--- src/rtl/core/plic_pkg.sv ---
// Package for the platform interrupt controller: sizes, register map,
// command codes and the priority memory geometry. No dependencies.
package plic_pkg;

    // Block size.
    localparam int NUM_SOURCES   = 64;
    localparam int PRIORITY_BITS = 3;

    // Field widths of the request and response words.
    localparam int CMD_W    = 2;
    localparam int ADDR_W   = 22;
    localparam int DATA_W   = 32;
    localparam int LINE_W   = 64;
    localparam int LINE_IDX_W = 6;

    // Source id width and the number of 32-bit words of pending and enable bits.
    localparam int SRC_W    = (NUM_SOURCES > 1) ? $clog2(NUM_SOURCES) : 1;
    localparam int NWORDS   = (NUM_SOURCES + 31) / 32;
    localparam int WPAD     = NWORDS * 32;
    localparam int WORD_IDX_W = (NWORDS > 1) ? $clog2(NWORDS) : 1;

    // Priority memory: each row holds the priorities of LANES sources.
    localparam int LANES    = 4;
    localparam int LANE_W   = 2;
    localparam int ROWS     = (NUM_SOURCES + LANES - 1) / LANES;
    localparam int ROW_W    = (ROWS > 1) ? $clog2(ROWS) : 1;
    localparam int ROW_BITS = LANES * PRIORITY_BITS;
    localparam int SRC_PAD  = ROWS * LANES;
    localparam int IDX_W    = ROW_W + LANE_W;
    localparam int CNT_W    = $clog2(ROWS + 1);

    // Sources that exist: every id below NUM_SOURCES except id zero.
    localparam logic [NUM_SOURCES-1:0] SRC_MASK = {{(NUM_SOURCES-1){1'b1}}, 1'b0};

    // Commands.
    localparam logic [CMD_W-1:0] CMD_SAMPLE = 2'd0;
    localparam logic [CMD_W-1:0] CMD_READ   = 2'd1;
    localparam logic [CMD_W-1:0] CMD_WRITE  = 2'd2;

    // Register map, byte offsets.
    localparam logic [ADDR_W-1:0] PRIO_BASE   = 22'h000000;
    localparam logic [ADDR_W-1:0] PEND_BASE   = 22'h001000;
    localparam logic [ADDR_W-1:0] PEND_END    = 22'h001080;
    localparam logic [ADDR_W-1:0] ENAB_BASE   = 22'h002000;
    localparam logic [ADDR_W-1:0] ENAB_END    = 22'h002080;
    localparam logic [ADDR_W-1:0] THRESH_ADDR = 22'h200000;
    localparam logic [ADDR_W-1:0] CLAIM_ADDR  = 22'h200004;

endpackage

--- src/rtl/core/plic_if.sv ---
// Valid/ready channel interfaces of the platform interrupt controller.
// Depends on plic_pkg for the field widths.
interface plic_req_if;
    logic                            valid;
    logic                            ready;
    logic [plic_pkg::CMD_W-1:0]      command;
    logic [plic_pkg::ADDR_W-1:0]     reg_address;
    logic [plic_pkg::DATA_W-1:0]     write_data;
    logic [plic_pkg::LINE_W-1:0]     source_lines;

    modport source (output valid, command, reg_address, write_data, source_lines,
                    input ready);
    modport sink   (input valid, command, reg_address, write_data, source_lines,
                    output ready);
endinterface

interface plic_rsp_if;
    logic                            valid;
    logic                            ready;
    logic [plic_pkg::DATA_W-1:0]     read_data;
    logic                            machine_irq;

    modport source (output valid, read_data, machine_irq, input ready);
    modport sink   (input valid, read_data, machine_irq, output ready);
endinterface

--- src/rtl/core/platform_interrupt_controller.sv ---
// Platform interrupt controller for one machine context: gateway, registers,
// priority memory and the iterative claim search. Depends on plic_pkg, plic_if.
//
// Usage. Requests arrive as words on i_req: a sample of the source lines, a
// bus read or a bus write of the register map (priorities, pending words,
// enable words, threshold, claim/complete). Every request gives exactly one
// response word on o_rsp carrying the read data (zero unless a read) and the
// machine interrupt line as it stands after the request.
//
// Timing. A request is taken at a rising edge and executed in the next cycle.
// Then the priority memory is swept one row of four sources per cycle to find
// the best claimable source, and the response register is then loaded once it
// is free. The block is ready again in the same cycle as the response word
// becomes valid, so a new request is taken only after the last one's response
// is loaded. Most of the time per request goes to the sweep over the single
// memory read port.
// Reset clears all priorities, pending, enable and in-service bits and the
// threshold (priorities through per-entry valid bits). If the receiver stalls,
// the response waits in its register; the next request is still taken, and its
// own response waits until the register is free.
module platform_interrupt_controller (
    input  logic            i_clk,
    input  logic            i_rst_n,
    plic_req_if.sink        i_req,
    plic_rsp_if.source      o_rsp
);

    // Sequencer states.
    localparam logic [1:0] S_IDLE = 2'd0;
    localparam logic [1:0] S_EXEC = 2'd1;
    localparam logic [1:0] S_SCAN = 2'd2;
    localparam logic [1:0] S_DONE = 2'd3;

    localparam int NS = plic_pkg::NUM_SOURCES;
    localparam int PB = plic_pkg::PRIORITY_BITS;

    // Control and architectural state.
    logic [1:0]                       r_state, n_state;
    logic [NS-1:0]                    r_pend, n_pend;
    logic [NS-1:0]                    r_en, n_en;
    logic [NS-1:0]                    r_isv, n_isv;
    logic [PB-1:0]                    r_thr, n_thr;
    logic [plic_pkg::SRC_PAD-1:0]     r_pri_vld, n_pri_vld;
    logic [plic_pkg::CNT_W-1:0]       r_cnt, n_cnt;
    logic                             r_rd_vld, n_rd_vld;
    logic                             r_out_vld, n_out_vld;

    // Latched request and search results.
    logic [plic_pkg::CMD_W-1:0]       r_cmd, n_cmd;
    logic [plic_pkg::ADDR_W-1:0]      r_addr, n_addr;
    logic [plic_pkg::DATA_W-1:0]      r_wdata, n_wdata;
    logic [plic_pkg::LINE_W-1:0]      r_lines, n_lines;
    logic [plic_pkg::ROW_W-1:0]       r_rd_row, n_rd_row;
    logic [plic_pkg::SRC_W-1:0]       r_best, n_best;
    logic [PB-1:0]                    r_best_p, n_best_p;
    logic [1:0]                       r_cnd_cnt, n_cnd_cnt;
    logic [plic_pkg::DATA_W-1:0]      r_rdata, n_rdata;
    logic [plic_pkg::DATA_W-1:0]      r_out_rdata, n_out_rdata;
    logic                             r_out_irq, n_out_irq;

    // Priority memory, one row per four sources, one read and one write port.
    logic [plic_pkg::ROW_BITS-1:0]    mem_pri [plic_pkg::ROWS];
    logic [plic_pkg::ROW_BITS-1:0]    r_mem_q;
    logic                             mem_we;
    logic [plic_pkg::ROW_W-1:0]       mem_wrow;
    logic [plic_pkg::LANE_W-1:0]      mem_wlane;
    logic [plic_pkg::ROW_W-1:0]       mem_raddr;

    // Address decode of the latched request.
    logic                             is_pri, is_pend, is_enab, is_thr, is_claim;
    logic [9:0]                       pri_idx;
    logic                             pri_ok;
    logic [4:0]                       word_sel;
    logic                             word_ok;
    logic [plic_pkg::WORD_IDX_W-1:0]  word_idx;
    logic                             out_load;

    always_comb begin
        pri_idx  = r_addr[11:2];
        pri_ok   = (32'(pri_idx) < 32'(NS));
        word_sel = r_addr[6:2];
        word_ok  = (32'(word_sel) < 32'(plic_pkg::NWORDS));
        word_idx = plic_pkg::WORD_IDX_W'(word_sel);
        is_pri   = (r_addr < plic_pkg::PEND_BASE);
        is_pend  = (r_addr >= plic_pkg::PEND_BASE) && (r_addr < plic_pkg::PEND_END);
        is_enab  = (r_addr >= plic_pkg::ENAB_BASE) && (r_addr < plic_pkg::ENAB_END);
        is_thr   = (r_addr == plic_pkg::THRESH_ADDR);
        is_claim = (r_addr == plic_pkg::CLAIM_ADDR);
    end

    assign i_req.ready       = (r_state == S_IDLE);
    assign o_rsp.valid       = r_out_vld;
    assign o_rsp.read_data   = r_out_rdata;
    assign o_rsp.machine_irq = r_out_irq;

    assign out_load = (r_state == S_DONE) && (!r_out_vld || o_rsp.ready);

    always_comb begin
        logic [NS-1:0]                 line_vec;
        logic [plic_pkg::WPAD-1:0]     word_vec;
        logic [plic_pkg::SRC_PAD-1:0]  pend_s;
        logic [plic_pkg::SRC_PAD-1:0]  en_s;
        logic [plic_pkg::IDX_W-1:0]    idx;
        logic [PB-1:0]                 p;
        logic                          cand;
        logic [plic_pkg::SRC_W-1:0]    cid;

        n_state     = r_state;
        n_pend      = r_pend;
        n_en        = r_en;
        n_isv       = r_isv;
        n_thr       = r_thr;
        n_pri_vld   = r_pri_vld;
        n_cnt       = r_cnt;
        n_rd_vld    = 1'b0;
        n_rd_row    = r_rd_row;
        n_out_vld   = r_out_vld;
        n_cmd       = r_cmd;
        n_addr      = r_addr;
        n_wdata     = r_wdata;
        n_lines     = r_lines;
        n_best      = r_best;
        n_best_p    = r_best_p;
        n_cnd_cnt   = r_cnd_cnt;
        n_rdata     = r_rdata;
        n_out_rdata = r_out_rdata;
        n_out_irq   = r_out_irq;
        mem_we      = 1'b0;
        mem_wrow    = plic_pkg::ROW_W'(pri_idx >> plic_pkg::LANE_W);
        mem_wlane   = pri_idx[plic_pkg::LANE_W-1:0];
        mem_raddr   = plic_pkg::ROW_W'(pri_idx >> plic_pkg::LANE_W);
        pend_s      = plic_pkg::SRC_PAD'(r_pend);
        en_s        = plic_pkg::SRC_PAD'(r_en);
        cid         = plic_pkg::SRC_W'(r_wdata);
        word_vec    = '0;
        idx         = '0;
        p           = '0;
        cand        = 1'b0;

        // Source lines beyond the 64-bit field are never high.
        for (int i = 0; i < NS; i++) begin
            if (i < plic_pkg::LINE_W) begin
                line_vec[i] = r_lines[i[plic_pkg::LINE_IDX_W-1:0]];
            end else begin
                line_vec[i] = 1'b0;
            end
        end

        if (o_rsp.ready) begin
            n_out_vld = 1'b0;
        end

        unique case (r_state)
            S_IDLE: begin
                if (i_req.valid) begin
                    n_cmd   = i_req.command;
                    n_addr  = {i_req.reg_address[plic_pkg::ADDR_W-1:2], 2'b00};
                    n_wdata = i_req.write_data;
                    n_lines = i_req.source_lines;
                    n_state = S_EXEC;
                end
            end

            S_EXEC: begin
                // Apply everything but the claim; the priority row read for a
                // priority register read is issued here and lands next cycle.
                n_rdata   = '0;
                n_best    = '0;
                n_best_p  = '0;
                n_cnd_cnt = 2'd0;
                n_cnt     = '0;
                n_state   = S_SCAN;
                if (r_cmd == plic_pkg::CMD_SAMPLE) begin
                    // A line sets pending unless the source is already in service.
                    n_pend = r_pend | (line_vec & ~r_isv & plic_pkg::SRC_MASK);
                end else if (r_cmd == plic_pkg::CMD_READ) begin
                    if (is_pend && word_ok) begin
                        word_vec = plic_pkg::WPAD'(r_pend);
                        n_rdata  = word_vec[32*word_idx +: 32];
                    end else if (is_enab && word_ok) begin
                        word_vec = plic_pkg::WPAD'(r_en);
                        n_rdata  = word_vec[32*word_idx +: 32];
                    end else if (is_thr) begin
                        n_rdata = plic_pkg::DATA_W'(r_thr);
                    end
                end else if (r_cmd == plic_pkg::CMD_WRITE) begin
                    if (is_pri) begin
                        if (pri_ok && (pri_idx != '0)) begin
                            mem_we = 1'b1;
                            n_pri_vld[plic_pkg::IDX_W'(pri_idx)] = 1'b1;
                        end
                    end else if (is_enab) begin
                        if (word_ok) begin
                            word_vec = plic_pkg::WPAD'(r_en);
                            word_vec[32*word_idx +: 32] = r_wdata;
                            n_en = word_vec[NS-1:0] & plic_pkg::SRC_MASK;
                        end
                    end else if (is_thr) begin
                        n_thr = r_wdata[PB-1:0];
                    end else if (is_claim) begin
                        if ((r_wdata != '0) && (r_wdata < 32'(NS)) && r_en[cid]) begin
                            n_isv[cid] = 1'b0;
                        end
                    end
                end
            end

            S_SCAN: begin
                // The first cycle still sees the row read issued by the execute step.
                if ((r_cnt == '0) && (r_cmd == plic_pkg::CMD_READ) && is_pri && pri_ok
                    && r_pri_vld[plic_pkg::IDX_W'(pri_idx)]) begin
                    n_rdata = plic_pkg::DATA_W'(r_mem_q[32'(mem_wlane)*PB +: PB]);
                end
                if (32'(r_cnt) < 32'(plic_pkg::ROWS)) begin
                    mem_raddr = plic_pkg::ROW_W'(r_cnt);
                    n_rd_vld  = 1'b1;
                    n_rd_row  = plic_pkg::ROW_W'(r_cnt);
                    n_cnt     = r_cnt + 1'b1;
                end else begin
                    n_state = S_DONE;
                end
                // Lanes in ascending id; a strict compare keeps the lowest id on a tie.
                if (r_rd_vld) begin
                    for (int l = 0; l < plic_pkg::LANES; l++) begin
                        idx  = {r_rd_row, l[plic_pkg::LANE_W-1:0]};
                        p    = r_pri_vld[idx] ? r_mem_q[l*PB +: PB] : '0;
                        cand = pend_s[idx] && en_s[idx] && (p > r_thr);
                        if (cand) begin
                            if (n_cnd_cnt != 2'd2) begin
                                n_cnd_cnt = n_cnd_cnt + 2'd1;
                            end
                            if (p > n_best_p) begin
                                n_best   = plic_pkg::SRC_W'(idx);
                                n_best_p = p;
                            end
                        end
                    end
                end
            end

            S_DONE: begin
                if (out_load) begin
                    n_out_vld   = 1'b1;
                    n_out_rdata = r_rdata;
                    n_out_irq   = (r_cnd_cnt != 2'd0);
                    if ((r_cmd == plic_pkg::CMD_READ) && is_claim && (r_best != '0)) begin
                        // The winner leaves the candidate set, so another must remain.
                        n_pend[r_best] = 1'b0;
                        n_isv[r_best]  = 1'b1;
                        n_out_rdata    = plic_pkg::DATA_W'(r_best);
                        n_out_irq      = (r_cnd_cnt == 2'd2);
                    end
                    n_state = S_IDLE;
                end
            end

            default: begin
                n_state = S_IDLE;
            end
        endcase
    end

    always_ff @(posedge i_clk) begin
        if (!i_rst_n) begin
            r_state   <= S_IDLE;
            r_pend    <= '0;
            r_en      <= '0;
            r_isv     <= '0;
            r_thr     <= '0;
            r_pri_vld <= '0;
            r_cnt     <= '0;
            r_rd_vld  <= 1'b0;
            r_out_vld <= 1'b0;
        end else begin
            r_state   <= n_state;
            r_pend    <= n_pend;
            r_en      <= n_en;
            r_isv     <= n_isv;
            r_thr     <= n_thr;
            r_pri_vld <= n_pri_vld;
            r_cnt     <= n_cnt;
            r_rd_vld  <= n_rd_vld;
            r_out_vld <= n_out_vld;
        end
    end

    always_ff @(posedge i_clk) begin
        r_cmd       <= n_cmd;
        r_addr      <= n_addr;
        r_wdata     <= n_wdata;
        r_lines     <= n_lines;
        r_rd_row    <= n_rd_row;
        r_best      <= n_best;
        r_best_p    <= n_best_p;
        r_cnd_cnt   <= n_cnd_cnt;
        r_rdata     <= n_rdata;
        r_out_rdata <= n_out_rdata;
        r_out_irq   <= n_out_irq;
    end

    always_ff @(posedge i_clk) begin
        if (mem_we) begin
            mem_pri[mem_wrow][32'(mem_wlane)*PB +: PB] <= r_wdata[PB-1:0];
        end
        r_mem_q <= mem_pri[mem_raddr];
    end

    // A source is never pending and in service at the same time.
    a_pend_isv_excl: assert property (@(posedge i_clk) disable iff (!i_rst_n)
        (r_pend & r_isv) == '0)
        else $error("source both pending and in service");

    // Source zero never holds pending, enable or in-service state.
    a_src0_idle: assert property (@(posedge i_clk) disable iff (!i_rst_n)
        !r_pend[0] && !r_en[0] && !r_isv[0])
        else $error("source zero holds state");

    // Only a bus read returns nonzero data.
    a_rdata_read_only: assert property (@(posedge i_clk) disable iff (!i_rst_n)
        (out_load && (r_cmd != plic_pkg::CMD_READ)) |=> (o_rsp.read_data == '0))
        else $error("nonzero read data for a non-read request");

    // A claim hands out a source that is then in service and no longer pending.
    a_claim_marks: assert property (@(posedge i_clk) disable iff (!i_rst_n)
        (out_load && (r_cmd == plic_pkg::CMD_READ) && is_claim && (r_best != '0))
        |=> (r_isv[$past(r_best)] && !r_pend[$past(r_best)]))
        else $error("claimed source not marked in service");

endmodule

--- src/flat_wrapper.sv ---
// flat-port wrapper written by rule: the top's interface ports become plain ports
module platform_interrupt_controller_flat 
  (i_clk, i_rst_n, i_req_valid, i_req_command, i_req_reg_address, i_req_write_data, i_req_source_lines, i_req_ready, o_rsp_valid, o_rsp_read_data, o_rsp_machine_irq, o_rsp_ready);
  plic_req_if i_req_i ();
  plic_rsp_if o_rsp_i ();
  input  logic i_clk;
  input  logic i_rst_n;
  input wire logic [$bits(i_req_i.valid)-1:0] i_req_valid;
  input wire logic [$bits(i_req_i.command)-1:0] i_req_command;
  input wire logic [$bits(i_req_i.reg_address)-1:0] i_req_reg_address;
  input wire logic [$bits(i_req_i.write_data)-1:0] i_req_write_data;
  input wire logic [$bits(i_req_i.source_lines)-1:0] i_req_source_lines;
  output wire logic [$bits(i_req_i.ready)-1:0] i_req_ready;
  output wire logic [$bits(o_rsp_i.valid)-1:0] o_rsp_valid;
  output wire logic [$bits(o_rsp_i.read_data)-1:0] o_rsp_read_data;
  output wire logic [$bits(o_rsp_i.machine_irq)-1:0] o_rsp_machine_irq;
  input wire logic [$bits(o_rsp_i.ready)-1:0] o_rsp_ready;
  assign i_req_i.valid = i_req_valid;
  assign i_req_i.command = i_req_command;
  assign i_req_i.reg_address = i_req_reg_address;
  assign i_req_i.write_data = i_req_write_data;
  assign i_req_i.source_lines = i_req_source_lines;
  assign i_req_ready = i_req_i.ready;
  assign o_rsp_valid = o_rsp_i.valid;
  assign o_rsp_read_data = o_rsp_i.read_data;
  assign o_rsp_machine_irq = o_rsp_i.machine_irq;
  assign o_rsp_i.ready = o_rsp_ready;
  platform_interrupt_controller u_core (.i_clk(i_clk), .i_rst_n(i_rst_n), .i_req(i_req_i), .o_rsp(o_rsp_i));
endmodule
--- config.mk ---
export PLATFORM = sky130hd
export DESIGN_NAME = platform_interrupt_controller_flat
export DESIGN_NICKNAME = d
export VERILOG_FILES = /design/src/rtl/core/plic_pkg.sv /design/src/rtl/core/plic_if.sv /design/src/rtl/core/platform_interrupt_controller.sv /design/src/flat_wrapper.sv
export SDC_FILE = /design/constraint.sdc
export NUM_CORES = 1
export LEC_CHECK = 0
export BUFFER_PORTS_ARGS = -buffer_cell sky130_fd_sc_hd__buf_2
export CAP_MARGIN = 20
export CORE_ASPECT_RATIO = 0.5
export CORE_MARGIN = 2
export CORE_UTILIZATION = 40
export CTS_CLUSTER_DIAMETER = 30
export CTS_CLUSTER_SIZE = 14
export DETAILED_ROUTE_END_ITERATION = 8
export GPL_TIMING_DRIVEN = 0
export PLACE_DENSITY = 0.68
export SLEW_MARGIN = 20
export SYNTH_ARGS = -nofsm -noshare
export SYNTH_HDL_FRONTEND = slang
export SYNTH_SLANG_ARGS = --single-unit
--- constraint.sdc ---
create_clock -name i_clk -period 9.95 [get_ports i_clk]
set_input_delay 1.4925 -clock i_clk [delete_from_list [all_inputs] [get_ports i_clk]]
set_output_delay 1.4925 -clock i_clk [all_outputs]
set_load 0.01 [all_outputs]
# Word-level counts from Yosys, hierarchy flattened
# Memory sizes are Yosys's and may differ from the RTL's. A register that Yosys moved wholly into a read port is not among the register bits.
# Cells that the tools add are included.
# W data, S select, Z words.
# op_classes
add_sub_neg	7
n_mul	1
magnitude_cmp	27
n_eq_ne	28
n_shift	7
mux	125
n_bitwise	13
n_reduce_logical	49
# ops
operator	count
$mux W64	13
$pmux W64 S2	2
$and A64 B64 Y64	3
$not A64 Y64	3
$or A64 B64 Y64	3
$mux W32	5
$shiftx A64 B7 Y32	2
$bwmux W64	1
$pmux W32 S2	1
$shift A32 B34 Y64 const A	1
$shiftx A32 B34 Y64	1
$mux W3	20
$mux W6	10
$lt A6 B7 Y1 const B	7
$bmux W1 S4	12
$lt A22 B13 Y1 const B	2
$eq A20 B20 Y1 const B	2
$mux W2	18
$neg A4 Y34	1
$neg A6 Y34	1
$shift A3 B34 Y12 const A	1
$shiftx A3 B34 Y12	1
$lt A32 B7 Y1 const B	1
$reduce_bool A32 Y1	1
42 further kinds	145
# totals
reg_bits	465
mem_bits_rw	192
input_bits	124
output_inout_bits	35
elab_cells	279
memories	1
# mem_list
name	words	word_bits	rd	rd_ports_with_merged_regs	write_ports	line_no	text
u_core.mem_pri	16	12	1	1	1	platform_interrupt_controller.sv:62	logic [plic_pkg::ROW_BITS-1:0] mem_pri [plic_pkg::ROWS];

# Longest topological paths before layout
# depth
ltp_word	23
mapped_depth	37
mapped_depth_nobuf	33

# Least setup slack after synthesis
# Ideal clock, no wire load.
# synth_timing
path_kind	reg2reg
from	register u_core.r_rd_row[0] in the netlist's numbering
to	register u_core.r_best[2] in the netlist's numbering (data pin)
setup_ns	0.259
arrival_time_ns	7.147
t_required_ns	9.691
path_slack_ns	2.545
path_stages_with_launch	35
n_path_buf	4
synth_period_minus_slack_ns	7.405
path_cell_list	edfxtp_1 buf_2 buf_4 buf_2 mux4_2 mux2i_1 mux2i_1 and2_1 ha_1 nor2b_1 o21a_1 o221ai_1 nor4_2 mux2i_1 inv_1 ha_1 nor2b_1 o21a_1 o221ai_1 nor3_2 mux2_2 ha_1 and3_1 nor4_1 nor2_1 a221oi_2 inv_1 ha_1 nor2b_1 o21ai_0 a32oi_1 nand2_2 and3_1 buf_2 mux2i_1
# synth_between
elab_chain_len	23
elab_cells_between_ends	66
classes_between	order compare: 8; mux: 50; reduce/logical: 8
# synth_lines
item	line_no	text
from (decl)	platform_interrupt_controller.sv:53	logic [plic_pkg::ROW_W-1:0] r_rd_row, n_rd_row;
from (signal assigned)	platform_interrupt_controller.sv:292	r_rd_row <= n_rd_row;
$bmux W1 S4	platform_interrupt_controller.sv:226	p = r_pri_vld[idx] ? r_mem_q[l*PB +: PB] : '0;
$mux W1 (implied by the code)	platform_interrupt_controller.sv:226	
$mux W3	platform_interrupt_controller.sv:226	
$gt A3 B3 Y1, on equally long branches	platform_interrupt_controller.sv:232, platform_interrupt_controller.sv:227	
$mux W3 or $logic_and A1 B1 Y1 (tied branches)	platform_interrupt_controller.sv:232, platform_interrupt_controller.sv:227	
$mux W3	platform_interrupt_controller.sv:228	if (cand) begin
$mux W3	platform_interrupt_controller.sv:223	if (r_rd_vld) begin
$mux W3	platform_interrupt_controller.sv:153	unique case (r_state)
[... 7 more ...]	n/a	
$mux W3	platform_interrupt_controller.sv:228	
$mux W3	platform_interrupt_controller.sv:223	
$mux W3	platform_interrupt_controller.sv:153	
$gt A3 B3 Y1	platform_interrupt_controller.sv:232	if (p > n_best_p) begin
$mux W6	platform_interrupt_controller.sv:232	
$mux W6 (*)	platform_interrupt_controller.sv:228	
$mux W6 (*)	platform_interrupt_controller.sv:223	
$pmux W6 S2 (*)	platform_interrupt_controller.sv:153	
to (signal assigned)	platform_interrupt_controller.sv:293	r_best <= n_best;
to (decl)	platform_interrupt_controller.sv:54	logic [plic_pkg::SRC_W-1:0] r_best, n_best;
# Every way passes the cells marked *; elsewhere a longest branch is shown, timed or not. The select of a mux whose other input is x is not followed.
# A chain may end at the register's enable or synchronous reset.

# Worst setup path after layout
# layout_timing
from	register u_core.r_rd_row[1] in the netlist's numbering
to	register u_core.r_best[5] in the netlist's numbering (data pin)
# The elaborated chain is that of the path after synthesis.

==> flow_summary.toml <==
[timing]
hold_violations = 0
slew_headroom_pct = 20.87
setup_viol = 0
finalCriticalPeriod_ns = 9.083
drv_slew = 0
final.setup_skew_ns = 0.04417
tightest_slew_ns = 1.183
fmax_mhz = 110.1
min_period_over_period_pct = 91.29
finalSetupTns_ns = 0
setup_ws_ns = 0.8668
rsz0062_at_grt = "false"

[global_route]
grt_pass1_wl_mm = 141.0
grt_pass1_vias = 21840
grt_max_degree = 60
antenna_found_initial = 1
track_usage_pct = 25.18
overflow = 0

[final_layout]
antenna_cells = 0
area_growth_pct = 18.84
fin_cells = 3794
fin_nets = 2899
drive_gt1_share_pct = 17.79

[power_and_ir_drop]
power_density_mw_per_mm2 = 249.2
power_frac_seq_pct = 40.1
ir_drop_v = 0.0001260
clkPwrFrac_pct = 40.2
switching_share_pct = 31.43
combPwrFrac_pct = 19.7
p_leak_uw = 0.01176
p_int_uw = 5937
switching_power_uw = 2722

[detailed_routing]
drtIter0Drc = 2921
drc = 0
wl_per_cell_um = 25.41
viasPerCell = 5.904
antenna_left = 0
routed_wirelength_mm = 96.40
vias = 22400
dr.pass1.iters = 7

[clocking]
cts_resized = 0
cts_tree = "yes"
cts.sinks = 667
cts_root_buf = "clkbuf_16"
htreeDepth = 3
cts_hold_buf = 0
cts_setup_buffers = 0
clk_pin_slew_ns = 0.05
clockBufferDepth = 3
clk_latency_ns = 0.67
cts_made_buffers = 101

[yosys]
avgSynthCellArea_sq_um = 11.83
synthAdderAreaFrac_pct = 1.669
synth_nets = 2635
netlist_top_cells_count = "edfxtp_1 (389), nand2_1 (279), dfxtp_1 (278)"
synth_compound_area_share_pct = 11.41
synth-simple-area-share_pct = 13.82
seq_area_frac_synth_pct = 58.98
synthCells = 2472
synth_top_family_by_area = "simple AND/OR/NAND/NOR gates"
synth-edff-count = 389
synthArstFlopShare_pct = 0
synth-xor-area-share_pct = 0
netlist_area_sq_mm = 0.02924
ys_types = 71
yosys.area.top_type = "edfxtp_1"
yosysMostFrequentCell = "edfxtp_1"
ys.warnings.count = 0
synthMuxAreaShare_pct = 11.44
synth-seq-cells = 667
synth_area_leaders = "edfxtp_1 (40%), dfxtp_1 (19%), mux4_2 (7.9%), nand2_1 (3.6%), a21oi_1 (3.1%)"
synth_ff_type = "edfxtp_1"
synth_top_area_share_pct = 39.95

[status]
status = "finished clean"

[floorplan]
die_width_um = 386.4
start_util_pct = 40.22
dieArea_sq_mm = 0.07541
io_pins = 159
rows = 70
coreArea_sq_mm = 0.07269
die_h_um = 195.2

[critical_path]
crit_type = "reg -> reg"
cp_slowest_cell = "edfxtp_1"
startpoint_type = "flip-flop"
path_max_fanout = 10
max_stage_delay_ns = 0.55
crit_family = "simple AND/OR/NAND/NOR gates"
cp-end-kind = "flip-flop"
critPathRequiredTime_ns = 10.35
worstPathArrival_ns = 9.49
path_buf_inv = 6

[placement]
port_buffers = 154
place_inst = 3605
place_ws_ns = 1.057
place_congestion = 1.015
dp_hpwl_mm = 69.75

[flow_run]
maxCapViolCount = 0

[hold_path]
hold_path_class = "reg -> reg"
[worst register-to-register path: cells and delay by family, from the launching register on]
family                     cells  cell delay (ns)
adders and majority gates      4             1.07
muxes                          6             1.73
AOI/OAI and AO/OA              9             1.49
buffers and inverters          6             1.42
and+or+nand+nor               10             2.59
DFF                            1             0.55
[power groups by stage]
stage               clock network, uW  registers (uW)  logic, uW
CTS                              3510            3470       1670
detailed placement                  0            3520       1660
global placement                    0            3550       1590
floorplan                           0            3440       1060
finish                           3480            3470       1710
global route                     3630            3480       1800
[area by class of cell]
class,instances,area [sq um]
Fill cell,6433,37950
Sequential cell,667,17250
Multi-Input combinational cell,1611,11260
Clock buffer,124,2728
Tap cell,972,1216
Timing Repair Buffer,161,870.8
Buffer,161,660.6
Clock inverter,65,648.1
Inverter,33,123.9
[metrics by stage]
stage | hold slack (ns) | instance area (sq um) | util (%) | power, uW
after global routing | 0.5088 | 34750 | 47.80 | 8918
after detailed placement | 0.4561 | 31370 | 43.16 | 5181
after CTS | 0.4793 | 34750 | 47.80 | 8642
final | 0.4866 | 34750 | 47.80 | 8659
after floorplan | 0.4291 | 29240 | - | 4491
after global placement | 0.4491 | 31230 | 42.96 | 5143
[cell usage in the layout (no fill, tap or decap), types with 15 or more instances in the layout]
cell | netlist | final
a211oi_1 | 26 | 26
a21oi_1 | 184 | 184
a31oi_1 | 26 | 26
and2_1 | 71 | 70
buf_2 | 21 | 175
clkbuf_1 | 128 | 143
clkbuf_16 | 0 | 104
dfxtp_1 | 278 | 278
edfxtp_1 | 389 | 389
ha_1 | 39 | 39
inv_1 | 31 | 30
inv_6 | 0 | 18
mux2i_1 | 90 | 90
mux4_2 | 103 | 103
nand2_1 | 279 | 279
nand3_1 | 31 | 31
nor2_1 | 224 | 224
nor2b_1 | 15 | 15
nor3_1 | 36 | 36
nor3b_1 | 75 | 72
nor4_1 | 17 | 17
o211ai_1 | 24 | 24
o21a_1 | 37 | 37
o21ai_0 | 131 | 131
o22a_1 | 34 | 34
o22ai_1 | 21 | 21
o31ai_1 | 17 | 16
[state kept, by name, summed over array words and instances, names as in the netlist]
register                  cells
u_core.r_pend                64
u_core.o_rsp.read_data       32
u_core.r_best_p               3
u_core.r_addr                20
u_core.r_mem_q               12
u_core.r_pri_vld             64
u_core.mem_pri              192
u_core.r_en                  63
u_core.r_rd_row               4
u_core.r_cmd                  2
u_core.r_rdata               32
u_core.r_state                2
u_core.o_rsp.valid            1
u_core.r_rd_vld               1
u_core.o_rsp.machine_irq      1
u_core.r_thr                  3
u_core.r_isv                 63
u_core.r_cnd_cnt              2
u_core.r_lines               63
u_core.r_best                 6
u_core.r_cnt                  5
u_core.r_wdata               32
[cells by family after synthesis]
family,after synthesis
DFF,667
muxes,204
buffers and inverters,194
and+or+nand+nor,827
AOI/OAI and AO/OA,541
adders and majority gates,39
[routing by layer]
layer	up-vias	wire, um	global-route usage (%)
li1	9800	-	-
met1	11000	38790	33.75
met5	-	0	0
met2	1329	42690	37.92
met4	0	5061	12.59
met3	266	9848	6.430
[path summary, 6_finish.rpt]
| kind | to | startpoint | slack [ns] | depth (start not counted) |
|---|---|---|---|---|
| max | u_core.r_best[5] | u_core.r_rd_row[1] | 0.87 | 35 |
| min | u_core.r_en[41] | u_core.r_en[41] | 0.49 | 2 |
| max reg2reg | u_core.r_best[5] | u_core.r_rd_row[1] | 0.87 | 35 |
| min reg2reg | u_core.r_en[41] | u_core.r_en[41] | 0.49 | 2 |
Power figures use the tool's default switching activity.
